===== src/rtl/gas_sensor_ppm_converter_macros.svh =====
// Assertion helpers for the gas sensor converter
`ifndef GAS_SENSOR_PPM_CONVERTER_MACROS_SVH
`define GAS_SENSOR_PPM_CONVERTER_MACROS_SVH

// Condition must hold at every clock edge out of reset
`define GSPC_ASSERT_ALWAYS(lbl, cond, msg) \
  lbl: assert property (@(posedge clk_i) disable iff (!rst_ni) (cond)) else $error(msg);

// Trigger implies the consequence in the next cycle
`define GSPC_ASSERT_NEXT(lbl, trig, cons, msg) \
  lbl: assert property (@(posedge clk_i) disable iff (!rst_ni) (trig) |=> (cons)) \
    else $error(msg);

`endif


===== src/rtl/gspc_pkg.sv =====
package gspc_pkg;

  localparam int MAX24 = 24'hFFFFFF;
  localparam int CAL_SAMPLES_DEF = 25;
  localparam int ADC_BITS_DEF = 12;
  // ro = sum * 100 / (CAL_SAMPLES * 983)
  localparam int RO_MUL = 100;
  localparam int RO_DIV = 983;

  typedef enum logic [3:0] {
    ST_IDLE,
    ST_RES,
    ST_DIV,
    ST_DIVEND,
    ST_POST,
    ST_MULCAL,
    ST_NORM,
    ST_SQ,
    ST_LOGEND,
    ST_MULP,
    ST_EXP,
    ST_MULA,
    ST_SHIFT,
    ST_OUT
  } gspc_state_e;

  // 2^(2^-(k+1)) in Q30
  function automatic logic [30:0] exp2_root(input logic [3:0] k);
    logic [30:0] r;
    case (k)
      4'd0:    r = 31'd1518500250;
      4'd1:    r = 31'd1276901417;
      4'd2:    r = 31'd1170923762;
      4'd3:    r = 31'd1121280436;
      4'd4:    r = 31'd1097253708;
      4'd5:    r = 31'd1085434106;
      4'd6:    r = 31'd1079572136;
      4'd7:    r = 31'd1076653033;
      4'd8:    r = 31'd1075196443;
      4'd9:    r = 31'd1074468888;
      4'd10:   r = 31'd1074105294;
      4'd11:   r = 31'd1073923544;
      4'd12:   r = 31'd1073832680;
      4'd13:   r = 31'd1073787251;
      4'd14:   r = 31'd1073764537;
      default: r = 31'd1073753181;
    endcase
    return r;
  endfunction

endpackage


===== src/rtl/gas_sensor_ppm_converter.sv =====
// Gas sensor ppm converter.
// Input stream: s_axis carries one ADC sample per item, tuser selects
// calibration (1) or measurement (0). Output stream: m_axis carries one
// result item per input item: concentration and resistance in tdata, the
// status flags in tuser. Registers are to be written over the cfg port only
// while idle; the block itself does not enforce this. One item is worked on
// at a time by a sequencer around one shared 32x32 multiplier and a
// bit-serial restoring divider. Steps per item: a zero sample or no positive
// resistance goes straight to the post step, else rs is found by a division;
// a completing calibration sample adds a multiply and a division for ro; a
// full measurement adds two log2 passes (normalize, squaring and an end step
// each), the exponent product, exp2 and scaling. A new item is accepted no
// earlier than the cycle after the previous one has moved to the output
// register; a stalled receiver holds that register and the next item then
// waits in the last sequencer step until the register frees.
// Reset restores the register defaults and clears the calibration; the
// block reports fault on measurement samples until a calibration completes
// with a nonzero ro.
`include "gas_sensor_ppm_converter_macros.svh"

module gas_sensor_ppm_converter #(
  parameter int CAL_SAMPLES = gspc_pkg::CAL_SAMPLES_DEF,
  parameter int ADC_BITS    = gspc_pkg::ADC_BITS_DEF
) (
  input  logic        clk_i,
  input  logic        rst_ni,
  input  logic        s_axis_tvalid,
  output logic        s_axis_tready,
  input  logic [15:0] s_axis_tdata,   // [11:0] sample
  input  logic        s_axis_tuser,   // [0] mode
  output logic        m_axis_tvalid,
  input  logic        m_axis_tready,
  output logic [47:0] m_axis_tdata,   // [23:0] concentration, [47:24] resistance
  output logic [3:0]  m_axis_tuser,   // [0] concentration_valid, [1] calibration_done,
                                      // [2] fault, [3] saturated
  input  logic        cfg_we_i,
  input  logic [1:0]  cfg_idx_i,
  input  logic [23:0] cfg_data_i
);

  localparam int DDW    = 43;
  localparam int CAL_DV = CAL_SAMPLES * gspc_pkg::RO_DIV;
  localparam int DVB    = $clog2(CAL_DV + 1);
  localparam int DIVW   = (DVB > 14) ? DVB : 14;
  localparam int REMW   = DIVW + 1;
  localparam int CW     = $clog2(CAL_SAMPLES + 1);
  localparam logic [11:0] ADC_MASK = 12'((33'd1 << ADC_BITS) - 33'd1);

  localparam logic [1:0] REG_SUPPLY = 2'd0;
  localparam logic [1:0] REG_LOAD   = 2'd1;
  localparam logic [1:0] REG_SCALE  = 2'd2;
  localparam logic [1:0] REG_EXPO   = 2'd3;

  gspc_pkg::gspc_state_e state_q, state_d;

  // configuration and calibration state
  logic [15:0]        supply_q;
  logic [23:0]        load_q, scale_q;
  logic signed [15:0] expo_q;
  logic [31:0]        sum_q, sum_d;
  logic [CW-1:0]      ccnt_q, ccnt_d;
  logic [23:0]        ro_q, ro_d;
  logic               calib_q, calib_d;

  // per item datapath
  logic               mode_q, mode_d;
  logic [11:0]        smp_q, smp_d;
  logic signed [20:0] num_q, num_d;
  logic [23:0]        rs_q, rs_d, conc_q, conc_d;
  logic               sat_q, sat_d, fault_q, fault_d, valid_q, valid_d, done_q, done_d;
  logic [DDW-1:0]     dd_q, dd_d;
  logic [REMW-1:0]    rem_q, rem_d;
  logic [DIVW-1:0]    dv_q, dv_d;
  logic               dest_q, dest_d;
  logic [5:0]         cnt_q, cnt_d;
  logic [30:0]        m_q, m_d;
  logic [4:0]         e_q, e_d;
  logic [15:0]        f_q, f_d;
  logic               lsel_q, lsel_d;
  logic [20:0]        lrs_q, lrs_d;
  logic signed [37:0] p_q, p_d;
  logic [54:0]        v_q, v_d;

  // output register
  logic        ovalid_q, ovalid_d;
  logic [47:0] odata_q, odata_d;
  logic [3:0]  ouser_q, ouser_d;

  // shared multiplier
  logic [31:0] mul_a, mul_b;
  logic [63:0] prod;
  assign prod = 64'(mul_a) * 64'(mul_b);

  logic [REMW-1:0]    rem_sh;
  logic [32:0]        sum_add;
  logic [31:0]        sq_t;
  logic signed [21:0] ldiff;
  logic [20:0]        dmag;
  logic [15:0]        bmag;
  logic signed [10:0] sh;
  logic [54:0]        shr;
  logic [CW:0]        ccnt_inc;
  logic [11:0]        smp_in;
  logic [18:0]        five_v;

  assign s_axis_tready = (state_q == gspc_pkg::ST_IDLE);
  assign m_axis_tvalid = ovalid_q;
  assign m_axis_tdata  = odata_q;
  assign m_axis_tuser  = ouser_q;

  always_comb begin
    state_d = state_q;
    sum_d = sum_q; ccnt_d = ccnt_q; ro_d = ro_q; calib_d = calib_q;
    mode_d = mode_q; smp_d = smp_q; num_d = num_q;
    rs_d = rs_q; conc_d = conc_q;
    sat_d = sat_q; fault_d = fault_q; valid_d = valid_q; done_d = done_q;
    dd_d = dd_q; rem_d = rem_q; dv_d = dv_q; dest_d = dest_q; cnt_d = cnt_q;
    m_d = m_q; e_d = e_q; f_d = f_q; lsel_d = lsel_q; lrs_d = lrs_q;
    p_d = p_q; v_d = v_q;
    ovalid_d = ovalid_q; odata_d = odata_q; ouser_d = ouser_q;
    mul_a = 32'd0;
    mul_b = 32'd0;

    smp_in   = s_axis_tdata[11:0] & ADC_MASK;
    five_v   = {1'b0, supply_q, 2'b00} + 19'(supply_q);
    rem_sh   = {rem_q[REMW-2:0], dd_q[DDW-1]};
    sum_add  = 33'(sum_q) + 33'(rs_q);
    sq_t     = prod[61:30];
    ldiff    = $signed({1'b0, lrs_q}) - $signed({1'b0, e_q, f_q});
    dmag     = ldiff[21] ? 21'(-ldiff) : ldiff[20:0];
    bmag     = expo_q[15] ? 16'(-expo_q) : 16'(expo_q);
    sh       = 11'sd34 - 11'($signed(p_q[37:28]));
    shr      = v_q >> sh[5:0];
    ccnt_inc = (CW + 1)'(ccnt_q) + (CW + 1)'(1);

    // output register frees when the receiver takes the item
    if (ovalid_q && m_axis_tready) ovalid_d = 1'b0;

    case (state_q)
      gspc_pkg::ST_IDLE: begin
        if (s_axis_tvalid) begin
          mode_d  = s_axis_tuser;
          smp_d   = smp_in;
          num_d   = $signed({2'b00, five_v}) - $signed({7'd0, smp_in, 2'b00});
          sat_d   = 1'b0; fault_d = 1'b0; valid_d = 1'b0; done_d = 1'b0;
          conc_d  = 24'd0;
          state_d = gspc_pkg::ST_RES;
        end
      end
      // resistance: zero sample, no positive numerator, or divide L*num by 4*sample
      gspc_pkg::ST_RES: begin
        mul_a = 32'(load_q);
        mul_b = 32'(num_q[19:0]);
        if (smp_q == 12'd0) begin
          rs_d = 24'(gspc_pkg::MAX24); sat_d = 1'b1; fault_d = 1'b1;
          state_d = gspc_pkg::ST_POST;
        end else if (num_q <= 21'sd0) begin
          rs_d = 24'd0;
          state_d = gspc_pkg::ST_POST;
        end else begin
          dd_d = prod[DDW-1:0]; rem_d = '0; dv_d = DIVW'({smp_q, 2'b00});
          cnt_d = 6'd0; dest_d = 1'b0;
          state_d = gspc_pkg::ST_DIV;
        end
      end
      // restoring divider, one quotient bit per cycle
      gspc_pkg::ST_DIV: begin
        if (rem_sh >= REMW'(dv_q)) begin
          rem_d = rem_sh - REMW'(dv_q);
          dd_d  = {dd_q[DDW-2:0], 1'b1};
        end else begin
          rem_d = rem_sh;
          dd_d  = {dd_q[DDW-2:0], 1'b0};
        end
        cnt_d = cnt_q + 6'd1;
        if (cnt_q == 6'(DDW - 1)) state_d = gspc_pkg::ST_DIVEND;
      end
      gspc_pkg::ST_DIVEND: begin
        if (!dest_q) begin
          if (|dd_q[DDW-1:24]) begin
            rs_d = 24'(gspc_pkg::MAX24); sat_d = 1'b1;
          end else begin
            rs_d = dd_q[23:0];
          end
          state_d = gspc_pkg::ST_POST;
        end else begin
          ro_d    = (|dd_q[DDW-1:24]) ? 24'(gspc_pkg::MAX24) : dd_q[23:0];
          calib_d = (dd_q != '0);
          sum_d   = 32'd0;
          ccnt_d  = '0;
          done_d  = 1'b1;
          state_d = gspc_pkg::ST_OUT;
        end
      end
      gspc_pkg::ST_POST: begin
        if (mode_q) begin
          // calibration accumulate, saturating
          sum_d = sum_add[32] ? 32'hFFFF_FFFF : sum_add[31:0];
          if (ccnt_inc >= (CW + 1)'(CAL_SAMPLES)) begin
            state_d = gspc_pkg::ST_MULCAL;
          end else begin
            ccnt_d  = ccnt_inc[CW-1:0];
            state_d = gspc_pkg::ST_OUT;
          end
        end else if (fault_q) begin
          state_d = gspc_pkg::ST_OUT;
        end else if (!calib_q) begin
          fault_d = 1'b1;
          state_d = gspc_pkg::ST_OUT;
        end else if (scale_q == 24'd0) begin
          valid_d = 1'b1;
          state_d = gspc_pkg::ST_OUT;
        end else if (rs_q == 24'd0) begin
          valid_d = 1'b1;
          if (expo_q > 16'sd0) conc_d = 24'd0;
          else if (expo_q == 16'sd0) conc_d = {4'd0, scale_q[23:4]};
          else begin
            conc_d = 24'(gspc_pkg::MAX24); sat_d = 1'b1;
          end
          state_d = gspc_pkg::ST_OUT;
        end else begin
          m_d = {rs_q, 7'd0}; e_d = 5'd23; lsel_d = 1'b0;
          state_d = gspc_pkg::ST_NORM;
        end
      end
      gspc_pkg::ST_MULCAL: begin
        mul_a = sum_q;
        mul_b = 32'(gspc_pkg::RO_MUL);
        dd_d = prod[DDW-1:0]; rem_d = '0; dv_d = DIVW'(CAL_DV);
        cnt_d = 6'd0; dest_d = 1'b1;
        state_d = gspc_pkg::ST_DIV;
      end
      // log2: shift the mantissa up one bit a cycle
      gspc_pkg::ST_NORM: begin
        if (m_q[30]) begin
          cnt_d = 6'd0; f_d = 16'd0;
          state_d = gspc_pkg::ST_SQ;
        end else begin
          m_d = {m_q[29:0], 1'b0};
          e_d = e_q - 5'd1;
        end
      end
      // log2 fraction by repeated squaring, one bit a cycle
      gspc_pkg::ST_SQ: begin
        mul_a = 32'(m_q);
        mul_b = 32'(m_q);
        if (sq_t[31]) begin
          m_d = sq_t[31:1]; f_d = {f_q[14:0], 1'b1};
        end else begin
          m_d = sq_t[30:0]; f_d = {f_q[14:0], 1'b0};
        end
        cnt_d = cnt_q + 6'd1;
        if (cnt_q == 6'd15) state_d = gspc_pkg::ST_LOGEND;
      end
      gspc_pkg::ST_LOGEND: begin
        if (!lsel_q) begin
          lrs_d = {e_q, f_q};
          m_d = {ro_q, 7'd0}; e_d = 5'd23; lsel_d = 1'b1;
          state_d = gspc_pkg::ST_NORM;
        end else begin
          state_d = gspc_pkg::ST_MULP;
        end
      end
      // exponent b * (log2 rs - log2 ro), sign by magnitude
      gspc_pkg::ST_MULP: begin
        mul_a = 32'(bmag);
        mul_b = 32'(dmag);
        p_d = (expo_q[15] ^ ldiff[21]) ? -$signed({1'b0, prod[36:0]})
                                       : $signed({1'b0, prod[36:0]});
        m_d = 31'd1 << 30;
        cnt_d = 6'd0;
        state_d = gspc_pkg::ST_EXP;
      end
      // exp2 of the fraction, one fraction bit a cycle
      gspc_pkg::ST_EXP: begin
        mul_a = 32'(m_q);
        mul_b = 32'(gspc_pkg::exp2_root(cnt_q[3:0]));
        if (p_q[12 + 15 - cnt_q[3:0]]) m_d = prod[60:30];
        cnt_d = cnt_q + 6'd1;
        if (cnt_q == 6'd15) state_d = gspc_pkg::ST_MULA;
      end
      gspc_pkg::ST_MULA: begin
        mul_a = 32'(scale_q);
        mul_b = 32'(m_q);
        v_d = prod[54:0];
        state_d = gspc_pkg::ST_SHIFT;
      end
      // scale by 2^int and clip to Q20.4
      gspc_pkg::ST_SHIFT: begin
        valid_d = 1'b1;
        if (sh >= 11'sd55) begin
          conc_d = 24'd0;
        end else if (sh <= 11'sd0) begin
          conc_d = 24'(gspc_pkg::MAX24); sat_d = 1'b1;
        end else if (|shr[54:24]) begin
          conc_d = 24'(gspc_pkg::MAX24); sat_d = 1'b1;
        end else begin
          conc_d = shr[23:0];
        end
        state_d = gspc_pkg::ST_OUT;
      end
      gspc_pkg::ST_OUT: begin
        if (!ovalid_q || m_axis_tready) begin
          ovalid_d = 1'b1;
          odata_d  = {rs_q, conc_q};
          ouser_d  = {sat_q, fault_q, done_q, valid_q};
          state_d  = gspc_pkg::ST_IDLE;
        end
      end
      default: state_d = gspc_pkg::ST_IDLE;
    endcase
  end

  // control, configuration and calibration state
  always_ff @(posedge clk_i or negedge rst_ni) begin
    if (!rst_ni) begin
      state_q  <= gspc_pkg::ST_IDLE;
      supply_q <= 16'd5000;
      load_q   <= 24'd10000;
      scale_q  <= 24'd256;
      expo_q   <= -16'sd4096;
      sum_q    <= 32'd0;
      ccnt_q   <= '0;
      ro_q     <= 24'd0;
      calib_q  <= 1'b0;
      ovalid_q <= 1'b0;
    end else begin
      state_q  <= state_d;
      sum_q    <= sum_d;
      ccnt_q   <= ccnt_d;
      ro_q     <= ro_d;
      calib_q  <= calib_d;
      ovalid_q <= ovalid_d;
      if (cfg_we_i) begin
        case (cfg_idx_i)
          REG_SUPPLY: supply_q <= cfg_data_i[15:0];
          REG_LOAD:   load_q   <= cfg_data_i;
          REG_SCALE:  scale_q  <= cfg_data_i;
          REG_EXPO:   expo_q   <= $signed(cfg_data_i[15:0]);
          default:    ;
        endcase
      end
    end
  end

  // datapath registers
  always_ff @(posedge clk_i) begin
    mode_q <= mode_d; smp_q <= smp_d; num_q <= num_d;
    rs_q <= rs_d; conc_q <= conc_d;
    sat_q <= sat_d; fault_q <= fault_d; valid_q <= valid_d; done_q <= done_d;
    dd_q <= dd_d; rem_q <= rem_d; dv_q <= dv_d; dest_q <= dest_d; cnt_q <= cnt_d;
    m_q <= m_d; e_q <= e_d; f_q <= f_d; lsel_q <= lsel_d; lrs_q <= lrs_d;
    p_q <= p_d; v_q <= v_d;
    odata_q <= odata_d; ouser_q <= ouser_d;
  end

  // a concentration is never given together with a fault
  `GSPC_ASSERT_ALWAYS(a_valid_no_fault, !(ovalid_q && ouser_q[0] && ouser_q[2]),
                      "concentration given with fault")
  // calibration completion and a concentration exclude each other
  `GSPC_ASSERT_ALWAYS(a_done_no_conc, !(ovalid_q && ouser_q[0] && ouser_q[1]),
                      "calibration done with concentration")
  // an accepted item keeps the input closed the next cycle
  `GSPC_ASSERT_NEXT(a_busy_after_accept, s_axis_tvalid && s_axis_tready,
                    !s_axis_tready, "input open right after accept")

endmodule


===== config.mk =====
export PLATFORM = sky130hd
export DESIGN_NAME = gas_sensor_ppm_converter
export DESIGN_NICKNAME = d
export VERILOG_FILES = /design/src/rtl/gspc_pkg.sv /design/src/rtl/gas_sensor_ppm_converter.sv
export VERILOG_INCLUDE_DIRS = /design/src /design/src/rtl
export SDC_FILE = /design/constraint.sdc
export NUM_CORES = 2
export LEC_CHECK = 0
export BUFFER_PORTS_ARGS = -buffer_cell sky130_fd_sc_hd__buf_2
export CORE_MARGIN = 5
export CORE_UTILIZATION = 59
export CTS_CLUSTER_DIAMETER = 60
export DETAILED_ROUTE_END_ITERATION = 8
export GPL_ROUTABILITY_DRIVEN = 0
export PLACE_DENSITY_LB_ADDON = 0.15
export SLEW_MARGIN = 20
export SYNTH_ARGS = -nofsm -noshare
export SYNTH_HDL_FRONTEND = slang
export SYNTH_SLANG_ARGS = --single-unit

===== constraint.sdc =====
create_clock -name clk_i -period 14.1 [get_ports clk_i]
set_input_delay 0.705 -clock clk_i [delete_from_list [all_inputs] [get_ports clk_i]]
set_output_delay 0.705 -clock clk_i [all_outputs]
set_load 0.02 [all_outputs]

==> results.md <==
* Largest net degree at the start of global routing at 96
* Area post-placement at 0.0665 mm²
* Clock-pin slew of the registers on the worst-case setup and hold paths at 0.06 ns
* Post-synthesis sequential area ratio at 0.245
* Setup-failing EPs final at 0
* DRC at 0
* Initial antenna violation count at 8
* Max VDD drop at 0.322 mV
* Multiplexer area fraction after synthesis at 0.0392
* YS warnings at 0
* Final WL at 211000 µm
* Core Footprint at 0.109 mm²
* Distinct cells, synth at 105
* Number of DRC markers in iteration 0 at 6489
* CTS tree: built
* CP max stage delay at 0.78 ns
* Netlist Area Pre-Place at 0.0643 mm²
* RSZ-0062 raised after global routing: no
* Worst Tran Pin Value at 1.35 ns
* Combinational family with the most area after synthesis: adder cells
* Sequential Power Share at 0.191
* GRT Util Overall at 0.364
* CTS Buf Count at 67
* Post CTS Setup Buffer Count at 0
* Vias in the first global route at 52.3k
* Synth Area in Simple Gates at 0.153
* Hold buffers post-CTS at 0
* Main synth FF type: edfxtp_1
* Compound-Gate Fraction of Synth Area at 0.108
* DRT Pass-1 Iters at 9
* Most common cell after layout, fill and taps aside: nand2_1
* Initial Util at 0.593
* Final Slew Violations at 0
* Clock Skew at 0.0386 ns
* Worst Path Required at 14.49 ns
* Most frequent CP cell: fa_1
* Die height at 340 µm
* Post-synth EDFFs at 382
* Status: finished clean
* Clock Tree Buf Depth at 3
* NetSw at 10.1 mW
* Yosys reg bits at 558
* Internal at 7.95 mW
* Slowest cell on crit path: a31oi_1
* Die area at 0.116 mm²
* DR WL/cell at 25.1 µm
* Synth Area in XOR/XNOR at 0.0274
* Min-Delay Path Class: in -> async
* Vias per cell at 6.30
* Global-route wire length before repair at 319000 µm
* IO buf count at 97
* Nets at 8187
* Gate power share at 0.714
* Post-synth ARST share at 0.263
* Max_cap viols at 0
* # rows at 121
* Total number of vias at 52.8k
* Synth Area in Adders at 0.342
* Gr ovfl total at 0
* Pwr/cell area at 263 mW/mm²
* Leakage at 30.3 nW
* Clk pwr share at 0.095
* Final instance area at 0.0687 mm²
* Critical path fanouts, max at 26
* Largest cells by area after synthesis: fa_1 27%, edfxtp_1 18%, nand2_1 7.0%
* Fill count at 9154
* Data arrival, critical path at 13.93 ns
* Syn_area_per_cell at 9.27 µm²
* Die width at 340 µm
* Skew-Pair Late Insertion Delay at 0.65 ns
* ANT nets after route at 0
* Sw frac at 0.560
* CP startpoint kind: flip-flop
* Largest area contributor in the netlist: fa_1
* Area delta synth->final at 6.81%
* DP Wirelength at 165000 µm
* Root Buffer: clkbuf_16
* CTS Sinks at 558
* Syn Inst Count at 6938
* CTS H-tree lvls at 3
* Final-report hold violation count at 0
* Fmax at 0.0738 GHz
* Setup Crit Path Kind: reg -> reg
* Share of the synthesized area in the top cell type at 0.274
* Crit path capture type: flip-flop
* Relative slew margins at 0.0944
* Final period util at 0.961
* Setup TNS at 0 ns
* Period minus WS final at 13.54 ns
* Commonest non-fill, non-tap cells in the layout: 1194 x nand2_1, 1074 x inv_1, 880 x fa_1
* Layout cells sized above 1 at 0.0834
* IO Count at 102
* Gates resized, CTS repair at 0
==> critical path: cells and delay by family (launching register included) <==
| kind | cells | cell delay [ns] |
|---|---|---|
| compound gates | 16 | 5.48 |
| fa+ha+maj | 11 | 5.06 |
| buf+inv | 5 | 0.68 |
| flops | 1 | 0.53 |
| simple gates | 5 | 1.47 |
==> per-layer routing <==
layer	vias to the layer above	global-route usage	wire, µm
li1	22700	-	-
met4	12	0.220	17100
met5	-	0	131
met2	3150	0.551	91500
met1	26100	0.470	76400
met3	870	0.101	25500
==> sequential cells by signal, indices dropped and copies added, names as in the netlist, 20 cells and up, named ones only <==
| register | cells |
|---|---|
| p_q | 38 |
| conc_q | 24 |
| num_q | 20 |
| m_q | 31 |
| v_q | 55 |
| ro_q | 24 |
| sum_q | 32 |
| rs_q | 24 |
| load_q | 24 |
| lrs_q | 21 |
| m_axis_tdata | 48 |
| scale_q | 24 |
| dd_q | 43 |
==> synth_stat cells (15+ instances only) <==
master	count
o211ai_1	29
ha_1	349
xor2_1	71
a22o_1	21
dfstp_2	15
a221o_1	21
nand3_1	118
o31ai_1	17
a22oi_1	69
or3_1	37
xnor2_1	122
edfxtp_1	382
nor2_1	509
or2_2	27
fa_1	880
buf_2	17
mux4_2	41
clkbuf_1	315
inv_1	1075
a21oi_1	289
mux2_2	77
and2_1	50
a31oi_1	38
nor4_1	45
dfrtp_1	132
nand4_1	41
a222oi_1	25
dfxtp_1	29
o21a_1	54
or4_1	20
and3_1	33
nand2b_1	47
mux2i_1	68
a21o_1	51
nand2_1	1195
o21bai_1	21
buf_1	19
a211oi_1	31
o21ai_0	228
o22ai_1	24
nor3_1	60
nor2b_1	32
o21ai_1	16
==> final timing paths <==
check / start / end / slack (ns) / depth (start not counted)
max in group asynchronous: rst_ni / state_q[0] / 12.55 / 2
min reg2reg: conc_q[8] / m_axis_tdata[8] / 0.41 / 0
max: f_q[0] / m_q[13] / 0.56 / 37
min: rst_ni / supply_q[15] / 0.17 / 1
max reg2reg: f_q[0] / m_q[13] / 0.56 / 37
min in group clk_i: s_axis_tuser / mode_q / 0.26 / 1
==> power by group through the flow <==
stage	logic [mW]	clock network, mW	registers [mW]
floorplan	8.57	0	3.08
global placement	12.2	0	3.40
detailed placement	12.5	0	3.41
CTS	12.5	1.74	3.39
global route	13.9	1.81	3.45
finish	12.9	1.72	3.45
==> cell families (layout without fill, tap and decap cells) <==
group / count (synthesis) / in the layout
mux: 188 / 188
buf+inv: 1438 / 1439
other cells: 2 / 31
xor+xnor: 196 / 196
simple gates: 2264 / 2264
fa+ha+maj: 1229 / 1229
compound gates: 1063 / 1063
flops: 558 / 558
==> layout make-up <==
type	count	area, µm²	area share
flip-flops and latches	558	15700	0.229
inverters	1078	4050	0.0589
diodes	4	10.0	0.000146
multi-input cells	4967	43400	0.632
repair buffers	238	1550	0.0226
well taps	1414	1770	0.0258
clock inverters	42	389	0.00566
clock buffers	81	1790	0.0261
==> through the flow <==
| step | util | std cells | hold slack (ns) | power, mW | worst slack [ns] |
|---|---|---|---|---|---|
| global route | 0.633 | 8378 | 0.243 | 19.1 | 0.214 |
| global placement | 0.612 | 8251 | 0.402 | 15.6 | 1.24 |
| finish | 0.633 | 8382 | 0.170 | 18.1 | 0.556 |
| floorplan | - | 6963 | 0.400 | 11.6 | 2.96 |
| CTS | 0.633 | 8377 | 0.194 | 17.7 | 1.04 |
| detailed placement | 0.613 | 8254 | 0.405 | 15.9 | 1.08 |
Note: power is estimated with default switching activity, not from simulation.
